`src/sv/grid_cell_blend_cache_top_defines.svh`:
```
// assertion macros used by the grid cell blend cache back end
`ifndef GRID_CELL_BLEND_CACHE_TOP_DEFINES_SVH
`define GRID_CELL_BLEND_CACHE_TOP_DEFINES_SVH

// checked at every edge outside reset
`define GCB_ASSERT(lbl, prop, msg) \
  lbl: assert property (@(posedge clk) disable iff (rst) prop) else $error(msg);

// checked at every edge, reset included
`define GCB_ASSERT_RST(lbl, prop, msg) \
  lbl: assert property (@(posedge clk) prop) else $error(msg);

`endif

```
`src/sv/gcb_pkg.sv`:
```
package gcb_pkg;

  localparam int GRID_COLS       = 256;
  localparam int GRID_ROWS       = 256;
  localparam int COORD_FRAC_BITS = 8;

  localparam int CELLS      = GRID_COLS * GRID_ROWS;
  localparam int IW         = $clog2(CELLS);
  localparam int COLW       = $clog2(GRID_COLS);
  localparam int ROWW       = $clog2(GRID_ROWS);
  // cells are half a metre: shift by one less than the fraction bits
  localparam int CELL_SHIFT = COORD_FRAC_BITS - 1;
  // cell coordinate relative to origin, with headroom for the subtract
  localparam int CW         = 26;

  localparam int COORD_W    = 24;
  localparam int REG_W      = 17;
  localparam int ALPHA_FRAC = 16;
  localparam logic [REG_W-1:0] ALPHA_ONE   = 17'd65536;
  localparam logic [REG_W-1:0] ALPHA_RESET = 17'd32768;
  localparam logic [REG_W-1:0] ORIGIN_RESET = 17'h1ff80;

  localparam int QDEPTH = 2;

  // register indexes
  localparam logic [1:0] REG_ALPHA    = 2'd0;
  localparam logic [1:0] REG_ORIGIN_X = 2'd1;
  localparam logic [1:0] REG_ORIGIN_Y = 2'd2;

  typedef struct packed {
    logic [REG_W-1:0]        alpha;
    logic signed [REG_W-1:0] origin_x;
    logic signed [REG_W-1:0] origin_y;
  } cfg_t;

  typedef struct packed {
    logic                      mode;
    logic                      oow;
    logic [IW-1:0]             idx;
    logic signed [COORD_W-1:0] fresh_x;
    logic signed [COORD_W-1:0] fresh_y;
  } q_entry_t;

endpackage

```
`src/sv/gcb_queue.sv`:
```
module gcb_queue (
  input  logic              clk,
  input  logic              rst,
  input  logic              push,
  input  gcb_pkg::q_entry_t push_entry,
  input  logic              pop,
  output logic              full,
  output logic              not_empty,
  output gcb_pkg::q_entry_t head
);
  import gcb_pkg::*;

  localparam int PW = (QDEPTH > 1) ? $clog2(QDEPTH) : 1;
  localparam int NW = $clog2(QDEPTH + 1);

  q_entry_t        slots [QDEPTH];
  logic [PW-1:0]   wr_ptr, rd_ptr;
  logic [NW-1:0]   count;

  assign full      = (count == NW'(QDEPTH));
  assign not_empty = (count != '0);
  assign head      = slots[rd_ptr];

  always_ff @(posedge clk) begin
    if (push) begin
      slots[wr_ptr] <= push_entry;
    end
  end

  always_ff @(posedge clk) begin
    if (rst) begin
      wr_ptr <= '0;
      rd_ptr <= '0;
      count  <= '0;
    end else begin
      if (push) begin
        wr_ptr <= (wr_ptr == PW'(QDEPTH - 1)) ? '0 : wr_ptr + 1'b1;
      end
      if (pop) begin
        rd_ptr <= (rd_ptr == PW'(QDEPTH - 1)) ? '0 : rd_ptr + 1'b1;
      end
      if (push && !pop) begin
        count <= count + 1'b1;
      end else if (pop && !push) begin
        count <= count - 1'b1;
      end
    end
  end

endmodule

```
`config.mk`:
```
export PLATFORM = sky130hd
export DESIGN_NAME = gcb_queue
export DESIGN_NICKNAME = d
export VERILOG_FILES = /design/src/sv/grid_cell_blend_cache_top_defines.svh /design/src/sv/gcb_pkg.sv /design/src/sv/gcb_queue.sv
export SDC_FILE = /design/constraint.sdc
export NUM_CORES = 1
export LEC_CHECK = 0
export ABC_AREA = 1
export BUFFER_PORTS_ARGS = -buffer_cell sky130_fd_sc_hd__buf_2
export CORE_UTILIZATION = 47
export CTS_CLUSTER_DIAMETER = 40
export CTS_CLUSTER_SIZE = 25
export DETAILED_ROUTE_END_ITERATION = 8
export PLACE_DENSITY_LB_ADDON = 0.2
export SLEW_MARGIN = 20
export SYNTH_ARGS = -nofsm -noshare
export SYNTH_HDL_FRONTEND = slang
export SYNTH_SLANG_ARGS = --single-unit
```
`constraint.sdc`:
```
create_clock -name clk -period 3.3 [get_ports clk]
set_input_delay 0 -clock clk [delete_from_list [all_inputs] [get_ports clk]]
set_output_delay 0 -clock clk [all_outputs]
set_load 0.01 [all_outputs]
```
==> Word level (Yosys, flattened, before mapping) <==
Memory sizes are Yosys's and may differ from the RTL's. A register that Yosys moved wholly into a read port is not among the register bits.
Index checks and enable logic that the tools add are counted.
{ "word_totals": {"register_bits": 4, "latchBits": 0, "ramBits": 132, "mem_bits_ro": 0, "input_bits": 70, "word_cells": 23, "mem_count": 1} }
{ "memory_table": {"columns": ["memory", "depth", "word_bits", "rd", "rd_ports_with_merged_regs", "write_ports", "line", "rtl"], "rows": [
  ["slots", 2, 66, 1, 1, 1, "gcb_queue.sv:16", "q_entry_t slots [QDEPTH];"]
]} }
{ "classes": {"addsub": 4, "mul": 0, "div": 0, "order_cmp": 0, "eq_ne": 1, "shifts": 0, "mux": 8, "n_bitwise": 0, "reduce_logical": 6} }
{ "op_table": {"columns": ["op", "count"], "rows": [
  ["$mux 1", 6],
  ["$mux 2", 2],
  ["$reduce_bool 2->1", 2],
  ["$add 1x1->1 const B", 2],
  ["$add 2x1->2 const B", 1],
  ["$eq 2x2->1 const B", 1],
  ["$logic_and 1x1->1", 2],
  ["$logic_not 1->1", 2],
  ["$sub 2x1->2 const B", 1]
]} }

==> Logic depth before layout (Yosys ltp) <==
{ "depth": {"word_depth": 4, "mapped_depth": 8, "mapped_depth_nobuf": 8} }

==> Least setup slack after synthesis <==
Ideal clock, no wire load.
{ "synth_path": {"path_type": "reg2reg", "start": "register wr_ptr", "end": "memory slots[0][0] (netlist name) (enable)", "t_arrival_ns": 3.077, "required_time_ns": 2.808, "setup_slack_ns": -0.269, "stages_incl_launch_ff": 2, "n_path_buf": 0, "period_less_slack_ns": 3.569, "cell_sequence": "dfxtp_1 > nor2_1"} }
{ "synth_lines": {"columns": ["element", "line", "rtl"], "rows": [
  ["start: declaration", "gcb_queue.sv:17", "logic [PW-1:0] wr_ptr, rd_ptr;"],
  ["start signal: assignment", "gcb_queue.sv:37", "wr_ptr <= (wr_ptr == PW'(QDEPTH - 1)) ? '0 : wr_ptr + 1'b1;"],
  ["end: declaration", "gcb_queue.sv:16", null]
]} }
Straight into the memory's write port.

==> results by group <==
Timing
  • Final worst path period need: 1987 ps
  • Worst setup margin: ~1300 ps
  • Final Hold Fails: 0
  • Slew margin rel.: 51.59%
  • Fin Hold WS: 218.2 ps
  • RSZ-0062 raised after global routing: false
  • Setup TNS Final: 0 ps
  • Final setup viols: 0
  • Slew Limit Fails: 0
  • Clock Skew: 6.062 ps
  • Max Freq: 503.3 MHz
  • Worst-Margin Slew: a little over 700 ps
  • Final Cycle Share: 60.21%

Yosys
  • Top FF cell, synth: edfxtp_1
  • Seq/Total Area, Yosys: 78.91%
  • Mapped Cells: 238
  • Cell taking the most area after synthesis: edfxtp_1
  • Top post-synthesis cells by area: edfxtp_1 77%, mux2_4 12%, mux2_2 5.7%
  • Avg Cell Area, Syn: 21.64 sq um
  • Synth cell count leaders: 132 x edfxtp_1, 40 x mux2_4, 26 x mux2_2
  • Most common cell in the synthesized netlist: edfxtp_1
  • Library cells used by synthesis: 16
  • Post-Syn Nets: 309
  • Ys Warns: 0
  • Ys async rst share: 0%
  • Number of synthesized register bits: 137
  • Post-synth top area share: 76.97%
  • Post-synth EDFFs: 132
  • Synth Cell Area: 5150 sq um

Critical path
  • Crit Path Category: register to output port
  • RR Startpoint: wr_ptr
  • CP Launch Type: register
  • CP max FO: 39
  • Arrival @ worst endpoint: roughly 2000 ps
  • Crit. End Element: output port
  • Required @ worst endpoint: approximately 3300 ps

Floorplanning
  • Core ar.: 10460 sq um
  • Starting Density: 49.22%
  • Number of I/O pins: 138
  • Height of the die: around 110 microns
  • Die Area: 11380 sq um
  • Row cnt: 37
  • Die Span X: 106.7 microns

Power
  • Pwr dens: approximately 560 nW/um^2
  • Peak supply drop: 0.0003771 V
  • Total power draw: ~4000 uW
  • Leakage: 0.002859 uW

Clock tree
  • Clock Sinks: between 100 and 150
  • CTS tree: done
  • Clock insertion delay at the later pin of the skew report: slightly above 500 ps
  • CTS Root Buffer Type: clkbuf_8
  • CTS H-tree depth: 4
  • CTS clk-pin slew, worst paths: 50 ps
  • Longest Clk Path Bufs: 2
  • Post-CTS setup buffer count: 0
  • Total CTS buffers: 17

Global routing
  • First-pass GRT wire length: 14.23 mm
  • GRT Residual Overflow: 0
  • Largest net degree at the start of global routing: 67
  • Initial antenna violation count: 0
  • Global-route usage over all layers: 17.10%
  • Vias in the first global route: 2977

Route
  • Vias: 2837
  • Vias per std cell: 4.682
  • Residual DRC: 0
  • Final ANT Viol Nets: 0
  • Final WL: 9.153 mm
  • Iteration-0 DRC Markers: 90
  • Routed len/inst: between 15 and 20 microns
  • Drt pass-1 iters: 4

Cells and area
  • Nets: 531
  • Non-filler cells, final: 606
  • Register area: 4068 sq um
  • Fillers: between 700 and 800
  • Share of cells above drive strength 1: about 49%
  • Area growth, synth to finish: 39.46%
  • # diodes: 0
  • Area of the multi-input gates: roughly 990 sq um

Placement
  • Post-DP HPWL: ~5.2 mm
  • RePlAce Congestion: 0.7031
  • Placed insts: approximately 510
  • Setup Slack @ Placement: ~1600 ps
  • Port buffer count: 137

Worst hold path
  • Worst hold path class: input port to register
  • Hold Path Origin: push_entry[2]

Job
  • # Max-Cap Violations: 0

Run status
  • Status: complete, no violations
## cell families after synthesis
group,share of synthesized area [%]
compound gates,0.1942
xor+xnor,0.1701
fa+ha+maj,0.2429
buf+inv,1.944
flops,78.91
mux,17.35
simple gates,1.190
## routing by layer
metal	vias to the layer above	share of wire, %	track usage (%)
met5	-	0	0
met4	0	1.6	7.436
met3	13	6.9	6.505
met2	108	51	29.22
met1	1351	41	19.03
li1	1365	-	-
## report_power, final
group / total (uW) / switching (uW) / internal, uW
combinational: 486 / 212 / 274
clock: 1490 / 605 / 889
sequential: 2050 / 37.9 / 2010
total: 4030 / 855 / 3180
## final cells by class
| class | instances | share of cell area (%) |
|---|---|---|
| Timing Repair Buffer | 210 | 20.24 |
| Tap cell | 136 | 2.369 |
| Sequential cell | 137 | 56.64 |
| Clock buffer | 21 | 5.976 |
| Multi-Input combinational cell | 85 | 13.83 |
| Inverter | 9 | 0.4704 |
| Clock inverter | 8 | 0.4704 |
## state kept, by name, indices dropped and copies added, names as in the netlist, named ones only
register,count
count,2
rd_ptr,1
slots,132
wr_ptr,1
## per-stage QoR
stage          utilization (%)  instance area [sq um]
3_5_place_dp             57.26                   5991
6_report                 68.64                   7182
4_1_cts                  68.38                   7154
2_1_floorplan                -                   5152
3_3_place_gp             57.26                   5991
5_1_grt                  68.64                   7182
## final timing paths
check                end  slack (ps)  depth (start not counted)
min reg2reg       rd_ptr         510                          2
max             head[46]        1310                          3
max reg2reg  slots[1][5]        1660                          3
min          slots[0][2]         220                          2
## critical path: stages (launching register included)
cell	delay, ps
dfxtp_4	620
buf_16	320
mux2_2	370
buf_2	140
## layout by cell type, fill, tap and decap left out, drive strengths merged
cell type      n
nand3          1
xnor2          1
ha             1
dfxtp          5
buf          140
nand4          1
o21ai          1
clkbuf        21
nand2          6
dlygate4sd3   70
nor3           1
a21oi          1
edfxtp       132
nor2           6
inv            9
mux2          66
clkinv         8
## timing repair
| item | 4_1_cts | 5_1_grt |
|---|---|---|
| endpoints found under the hold margin | 137 | 0 |
| hold buffers | 70 | 0 |
| resized for setup | 0 | 0 |
No activity file was read; power rests on OpenSTA's default activity.
