===== src/sv/grid_cell_blend_cache_top_defines.svh =====
// assertion macros used by the grid cell blend cache back end
`ifndef GRID_CELL_BLEND_CACHE_TOP_DEFINES_SVH
`define GRID_CELL_BLEND_CACHE_TOP_DEFINES_SVH

// checked at every edge outside reset
`define GCB_ASSERT(lbl, prop, msg) \
  lbl: assert property (@(posedge clk) disable iff (rst) prop) else $error(msg);

// checked at every edge, reset included
`define GCB_ASSERT_RST(lbl, prop, msg) \
  lbl: assert property (@(posedge clk) prop) else $error(msg);

`endif


===== src/sv/gcb_pkg.sv =====
package gcb_pkg;

  localparam int GRID_COLS       = 256;
  localparam int GRID_ROWS       = 256;
  localparam int COORD_FRAC_BITS = 8;

  localparam int CELLS      = GRID_COLS * GRID_ROWS;
  localparam int IW         = $clog2(CELLS);
  localparam int COLW       = $clog2(GRID_COLS);
  localparam int ROWW       = $clog2(GRID_ROWS);
  // cells are half a metre: shift by one less than the fraction bits
  localparam int CELL_SHIFT = COORD_FRAC_BITS - 1;
  // cell coordinate relative to origin, with headroom for the subtract
  localparam int CW         = 26;

  localparam int COORD_W    = 24;
  localparam int REG_W      = 17;
  localparam int ALPHA_FRAC = 16;
  localparam logic [REG_W-1:0] ALPHA_ONE   = 17'd65536;
  localparam logic [REG_W-1:0] ALPHA_RESET = 17'd32768;
  localparam logic [REG_W-1:0] ORIGIN_RESET = 17'h1ff80;

  localparam int QDEPTH = 2;

  // register indexes
  localparam logic [1:0] REG_ALPHA    = 2'd0;
  localparam logic [1:0] REG_ORIGIN_X = 2'd1;
  localparam logic [1:0] REG_ORIGIN_Y = 2'd2;

  typedef struct packed {
    logic [REG_W-1:0]        alpha;
    logic signed [REG_W-1:0] origin_x;
    logic signed [REG_W-1:0] origin_y;
  } cfg_t;

  typedef struct packed {
    logic                      mode;
    logic                      oow;
    logic [IW-1:0]             idx;
    logic signed [COORD_W-1:0] fresh_x;
    logic signed [COORD_W-1:0] fresh_y;
  } q_entry_t;

endpackage


===== src/sv/gcb_front.sv =====
module gcb_front (
  input  logic                 rst,
  input  gcb_pkg::cfg_t        cfg,
  input  logic                 s_tvalid,
  output logic                 s_tready,
  input  logic [95:0]          s_tdata,   // world_x, world_y, fresh_x, fresh_y
  input  logic                 s_tuser,   // mode
  input  logic                 q_full,
  input  logic                 clr_busy,
  output logic                 q_push,
  output gcb_pkg::q_entry_t    q_entry
);
  import gcb_pkg::*;

  logic signed [COORD_W-1:0] world_x, world_y;
  logic signed [CW-1:0]      cx, cy;
  logic                      in_win;
  logic [COLW-1:0]           col;
  logic [ROWW-1:0]           row;

  assign world_x = s_tdata[23:0];
  assign world_y = s_tdata[47:24];

  // floor quantize, then relative to the window origin
  assign cx = CW'(world_x >>> CELL_SHIFT) - CW'(cfg.origin_x);
  assign cy = CW'(world_y >>> CELL_SHIFT) - CW'(cfg.origin_y);

  assign in_win = (cx >= 0) && (cx < CW'(GRID_COLS)) &&
                  (cy >= 0) && (cy < CW'(GRID_ROWS));

  assign col = cx[COLW-1:0];
  assign row = cy[ROWW-1:0];

  assign s_tready = !q_full && !clr_busy && !rst;
  assign q_push   = s_tvalid && s_tready;

  always_comb begin
    q_entry.mode    = s_tuser;
    q_entry.oow     = !in_win;
    q_entry.idx     = IW'(row) * IW'(GRID_COLS) + IW'(col);
    q_entry.fresh_x = s_tdata[71:48];
    q_entry.fresh_y = s_tdata[95:72];
  end

endmodule


===== config.mk =====
export PLATFORM = sky130hd
export DESIGN_NAME = gcb_front
export DESIGN_NICKNAME = d
export VERILOG_FILES = /design/src/sv/grid_cell_blend_cache_top_defines.svh /design/src/sv/gcb_pkg.sv /design/src/sv/gcb_front.sv
export SDC_FILE = /design/constraint.sdc
export NUM_CORES = 1
export LEC_CHECK = 0
export BUFFER_PORTS_ARGS = -buffer_cell sky130_fd_sc_hd__buf_2
export CAP_MARGIN = 20
export CORE_MARGIN = 8
export CORE_UTILIZATION = 39
export DETAILED_ROUTE_END_ITERATION = 8
export GPL_TIMING_DRIVEN = 1
export PLACE_DENSITY = 0.85
export SYNTH_ARGS = -nofsm -noshare
export SYNTH_HDL_FRONTEND = slang
export SYNTH_SLANG_ARGS = --single-unit

===== constraint.sdc =====
create_clock -name vclk -period 4.8
set_input_delay 0.96 -clock vclk [all_inputs]
set_output_delay 0.96 -clock vclk [all_outputs]
set_load 0.005 [all_outputs]

---- Word-level counts from Yosys, hierarchy flattened ----
Cells that the tools add are included.
storage, ports and cells
  bits in latches ......................... 0
  bits in registers ....................... 0
  bits in writable memories ............... 0
  output and inout port bits .............. 68
  memories kept ........................... 0
  input port bits ......................... 152
  ROM bits ................................ 0
cells by class
  bitwise gates (word level) .............. 0
  mux-type cells .......................... 0
  multipliers ............................. 0
  reductions and logical operators ........ 10
  shifts and indexed selects .............. 0
  add/sub/neg operators ................... 3
  div/mod/pow operators ................... 0
  magnitude comparators ................... 4
  equal/unequal tests ..................... 0
operators by type and width
  operator              count
  $ge 18x1->1 const B   2
  $lt 18x10->1 const B  2
  $sub 17x17->18        2
  $add 16x8->16         1
  $logic_and 1x1->1     6
  $logic_not 1->1       4

---- Longest topological paths before layout ----
Gate-level depths: netlist of run 1.
  depth in word-level cells ............... 6
  gate-level depth with buffers ........... 11
  depth with buffers taken out ............ 11

---- Worst setup path after synthesis of run 1 ----
OpenSTA, ideal clock, no wires.
  path type ............................... input to output
  start point ............................. input s_tdata[31]
  end point ............................... output q_entry[64] in the netlist's numbering
  slack ................................... 764 ps
  path buffers ............................ 0
  stages on the path ...................... 11
  arrival time ............................ 3076 ps
  path through ............................ inv_1 -> ha_1 -> fa_1 -> nor2b_1 -> o2111a_1 -> o31a_1 -> nand2_1 -> mux2_4 -> nor3_2 -> nand4_1 -> or3_1
RTL lines
  what                line             RTL
  start: declaration  gcb_front.sv:6   input logic [95:0] s_tdata,
  end: declaration    gcb_front.sv:11  output gcb_pkg::q_entry_t q_entry

==> results of run 1 <==
==> per-layer routing <==
metal / GRT usage (%) / routed length [um]
met1: 13.99 / 2353
met2: 24.44 / 3222
met3: 1.763 / 438
met4: 3.490 / 80
met5: 0 / 0
==> worst paths after layout <==
path,to,slack [ns],from
max,q_entry[64],0.31,cfg[12]
min,q_entry[10],1.92,s_tdata[82]
==> critical path, delay by kind of cell <==
family	cells	cell delay, ns
and+or+nand+nor	3	0.59
muxes	1	0.14
AOI/OAI and AO/OA	4	1.18
adders and majority gates	1	0.40
buffers and inverters	3	0.25
==> power breakdown <==
group          internal [uW]  switching (uW)  total [uW]
sequential                 0               0           0
clock                      0               0           0
combinational            149             166         315
==> area by class of cell <==
type	count	share of cell area [%]
Inverter	53	8.191
Tap cell	75	3.769
Multi-Input combinational cell	239	69.75
Timing Repair Buffer	91	18.29
==> through the flow <==
stage,power [uW],cells,instance area (um2)
final,315.3,458,2490
after global routing,351.6,458,2490
after CTS,315.2,458,2490
after detailed placement,313.6,458,2490
after global placement,307.6,458,2490
after floorplan,252.9,347,2342
==> synthesized netlist by cell type, types with 4 or more instances <==
cell type,n,area share (%)
inv_1,50,8.0
a21o_1,5,1.6
nand3_1,4,0.85
nand2_1,17,2.7
xnor2_1,11,4.1
a21oi_1,25,5.3
nor3_1,10,2.1
nor2b_1,6,1.6
nor3b_1,4,1.3
o31a_1,4,1.5
and3_1,4,1.1
o21ai_0,13,2.8
ha_1,34,18
a31oi_1,5,1.3
nand2b_1,7,1.9
o21a_1,5,1.6
buf_4,51,16
a211oi_1,4,1.3
nor2_1,26,4.2
==> logic make-up after synthesis <==
| logic type | count (synthesis) | synth area share [%] |
|---|---|---|
| buffers and inverters | 108 | 25.85 |
| and+or+nand+nor | 96 | 21.26 |
| AOI/OAI and AO/OA | 89 | 25.43 |
| adders and majority gates | 36 | 19.87 |
| xor gates and xnor gates | 13 | 5.182 |
| muxes | 5 | 2.404 |
==> flow_metrics.py, run 1 <==
metrics = {
    "run_status": {
        "run_status": "finished clean",
    },
    "final_layout": {
        "seq_cells": 0,
        "n_antenna_cell": 0,
        "area_growth_pct": 6.304,
        "fillers": 589,
        "layout_common_cells": "buf_2, inv_1, ha_1",
        "drive_above_1_share_pct": 26.63,
        "final_nets": 573,
        "multi_input_area_um2": 1737,
        "nClkBuffers": 0,
        "fin_util_pct": 42.56,
        "seq_area_um2": 0,
        "final_common_cell": "buf_2",
    },
    "logic_synthesis": {
        "synth_cells": 347,
        "synth_fp_nets": 535,
        "ys_warn_count": 0,
        "netlist_area_um2": 2342,
        "avgSynthCellArea_um2": 6.750,
        "synth_cell_types": 58,
        "seq_area_frac_synth_pct": 0,
    },
    "timing": {
        "hold_viol": 0,
        "finalMaxSlewViolations": 0,
        "layout_setup_ws_ns": 0.3144,
        "setup_violations": 0,
        "slew_headroom_pct": 67.06,
        "whs_ns": 1.920,
        "worst_slew_pin_slew_ns": 0.4816,
        "fmax_ghz": 0.2229,
        "rsz0062_at_grt": "false",
        "period_minus_slack_ns": 4.486,
        "fin_crit_sh_pct": 93.45,
        "setup_tns_ns": 0,
    },
    "worst_setup_path": {
        "cp_max_fo": 9,
        "critPathCaptureType": "output port",
        "arrival_ns": 3.53,
        "slowest_stage": "a2111oi_0",
        "cp.required_ns": 3.84,
        "cp_common_cell": "buf_2",
        "path_cells": "buf_2 -> inv_1 -> ha_1 -> a21o_1 -> a2111oi_0 -> o21ai_0 -> a31oi_1 -> nor2_1 -> mux2i_1 -> nand4b_1 -> or3_1 -> buf_2",
        "cpPeakStageDelay_ns": 0.50,
        "startpoint_type": "primary input",
        "crit_type": "in -> out",
    },
    "die": {
        "num_rows": 28,
        "io_pins": 220,
        "dieHeight_um": 93.50,
        "core_um2": 5851,
        "start_util_pct": 40.03,
        "fp.dieW_um": 93.50,
        "die-area_um2": 8741,
    },
    "global_routing": {
        "grt_pass1_wl_um": 9770,
        "grt_max_degree": 11,
        "antenna_found_initial": 0,
        "grt_pass1_vias": 2320,
        "grt_usage_pct": 12.72,
        "overflow": 0,
    },
    "worst_hold_path": {
        "hold_depth": 0,
        "hp-class": "in -> out",
    },
    "placed_design": {
        "dp_slack_ns": 0.3287,
        "dp_hpwl_um": 5396,
        "port_buffers": 91,
        "gp_congestion": 0.9178,
    },
    "power": {
        "leakage_uw": 0.001357,
        "cellPowerDensity_nw_per_um2": 126.7,
        "peakVddDrop_uv": 58.23,
    },
    "detailed_routing": {
        "vias_per_cell": 5.341,
        "dr.pass1.iters": 4,
        "vias": 2446,
        "finalWirelength_um": 6094,
        "drc": 0,
        "drt-wirelength-per-cell_um": 13.31,
        "final_antenna_net_count": 0,
        "drtIter0Drc": 150,
    },
    "cts": {
        "post_cts_buffers": 0,
        "cts_resized": 0,
        "hold_buffers": 0,
    },
    "flow_run": {
        "max-cap-violations": 0,
    },
}
(Power assumes the default switching activity.)
==> run 2: changes to the inputs <==
--- a/config.mk
+++ b/config.mk
@@ -7,11 +7,11 @@
 export LEC_CHECK = 0
 export BUFFER_PORTS_ARGS = -buffer_cell sky130_fd_sc_hd__buf_2
 export CAP_MARGIN = 20
-export CORE_MARGIN = 8
-export CORE_UTILIZATION = 39
+export CORE_MARGIN = 3
+export CORE_UTILIZATION = 35
 export DETAILED_ROUTE_END_ITERATION = 8
 export GPL_TIMING_DRIVEN = 1
-export PLACE_DENSITY = 0.85
+export PLACE_DENSITY = 0.8
 export SYNTH_ARGS = -nofsm -noshare
 export SYNTH_HDL_FRONTEND = slang
 export SYNTH_SLANG_ARGS = --single-unit
==> constraint.sdc (replaced) <==
create_clock -name vclk -period 4.1
set_input_delay 0.82 -clock vclk [all_inputs]
set_output_delay 0.82 -clock vclk [all_outputs]
set_load 0.005 [all_outputs]
==> run 2 against run 1 <==
Effect of this change: largest cell class unchanged; global-route usage increased by 1.2 points; total power is 36% higher; flip-flop and latch count did not move; combinational power up 36%; count of clock-buffer cells in the layout unchanged; sequential share of layout area is the same; first-iteration DRC count is 4.0% higher; setup slack got worse by 0.31 ns; critical endpoint unchanged.
==> flow_metrics.py, run 2 (synthesis results as in run 1) <==
metrics = {
    "detailed_routing": {
        "drc": 0,
        "drtIter0Drc": 156,
        "dr.pass1.iters": 5,
        "final_antenna_net_count": 0,
        "vias": 2558,
        "drt-wirelength-per-cell_um": 13.38,
        "finalWirelength_um": 6398,
        "vias_per_cell": 5.351,
    },
    "worst_setup_path": {
        "cp.required_ns": 3.28,
        "cp.buffers_inverters": 2,
        "cp_common_cell": "buf_2",
        "crit_type": "in -> out",
        "arrival_ns": 3.27,
        "cp_max_fo": 5,
        "critPathTopFamily": "compound AO/OA/AOI/OAI gates",
        "path_cells": "buf_2 -> ha_4 -> a21o_1 -> a2111oi_0 -> o21ai_0 -> a31oi_4 -> nor2_2 -> mux2i_1 -> nand4b_1 -> or3_1 -> buf_2",
        "startpoint_type": "primary input",
        "critPathCaptureType": "output port",
        "cpPeakStageDelay_ns": 0.47,
        "slowest_stage": "a2111oi_0",
    },
    "final_layout": {
        "seq_cells": 0,
        "layout_common_cells": "buf_2, inv_1, ha_1",
        "final_nets": 591,
        "nClkBuffers": 0,
        "final_common_cell": "buf_2",
        "fin_util_pct": 43.58,
        "area_growth_pct": 19.50,
        "n_antenna_cell": 0,
        "seq_area_um2": 0,
        "drive_above_1_share_pct": 36.16,
    },
    "worst_hold_path": {
        "hp-class": "in -> out",
    },
    "global_routing": {
        "grt_pass1_wl_um": 9294,
        "grt_pass1_vias": 2234,
        "grtUsageMet2_pct": 26.10,
        "overflow": 0,
        "grt_most_used_layer": "met2",
        "antenna_found_initial": 0,
        "grt_usage_pct": 13.96,
        "met3_usage_pct": 1.223,
        "grt_use_met1_pct": 17.33,
        "grt_max_degree": 11,
    },
    "timing": {
        "slew_headroom_pct": 68.95,
        "fin_crit_sh_pct": 99.82,
        "setup_tns_ns": 0,
        "fmax_ghz": 0.2443,
        "setup_violations": 0,
        "finalMaxSlewViolations": 0,
        "layout_setup_ws_ns": 0.007391,
        "period_minus_slack_ns": 4.093,
        "hold_viol": 0,
        "worst_slew_pin_slew_ns": 0.4540,
    },
    "placed_design": {
        "gp_congestion": 0.8598,
        "dp_slack_ns": -0.04999,
        "dp_hpwl_um": 5150,
        "port_buffers": 91,
    },
    "die": {
        "dieHeight_um": 87.81,
        "fp.dieW_um": 87.81,
        "core_um2": 6422,
        "io_pins": 220,
        "die-area_um2": 7710,
        "num_rows": 29,
        "start_util_pct": 36.47,
    },
    "power": {
        "seq_power_share_pct": 0,
        "cellPowerDensity_nw_per_um2": 153.3,
        "comb_power_share_pct": 100.0,
        "internal_power_uw": 210.8,
        "clkPwrFrac_pct": 0,
        "p_sw_uw": 218.3,
        "swShare_pct": 50.88,
        "peakVddDrop_uv": 53.66,
        "leakage_uw": 0.001459,
    },
    "cts": {
        "hold_buffers": 0,
    },
    "run_status": {
        "run_status": "finished clean",
    },
    "flow_run": {
        "max-cap-violations": 0,
    },
}
run 2: final timing paths:
kind | from | end | cells past startpoint
max | s_tdata[43] | q_entry[64] | 11
min | s_tdata[82] | q_entry[10] | 0
run 2: power groups by stage:
stage | clock [uW] | combinational, uW | sequential, uW
after detailed placement | 0 | 384 | 0
after CTS | 0 | 388 | 0
after global routing | 0 | 474 | 0
after global placement | 0 | 377 | 0
after floorplan | 0 | 296 | 0
final | 0 | 429 | 0
run 2: per-layer routing:
metal	wire length, um	vias up
met5	0	-
met2	3360	103
li1	-	1271
met3	368	21
met4	93	0
met1	2576	1163
run 2: layout make-up:
cell class	count	area (um2)
Fill cell	642	3623
Inverter	53	203.9
Multi-Input combinational cell	239	1882
Tap cell	77	96.34
Timing Repair Buffer	109	616.8
run 2: repair_timing:
| action | in CTS | in global routing |
|---|---|---|
| buffers inserted | 1 | 5 |
| endpoints found under the hold margin | 0 | 0 |
| setup endpoints to repair | 1 | 1 |
| pin swaps | 0 | 15 |
| resized for setup | 2 | 32 |
run 2: per-stage QoR:
stage / instances / total power [uW] / instance area, um2 / hold WS (ns)
floorplan: 347 / 296.1 / 2342 / 1.675
global placement: 472 / 377.4 / 2582 / 1.640
detailed placement: 472 / 384.5 / 2582 / 1.640
CTS: 473 / 388.3 / 2595 / 1.640
global route: 478 / 474.2 / 2799 / 1.640
finish: 478 / 429.1 / 2799 / 1.640
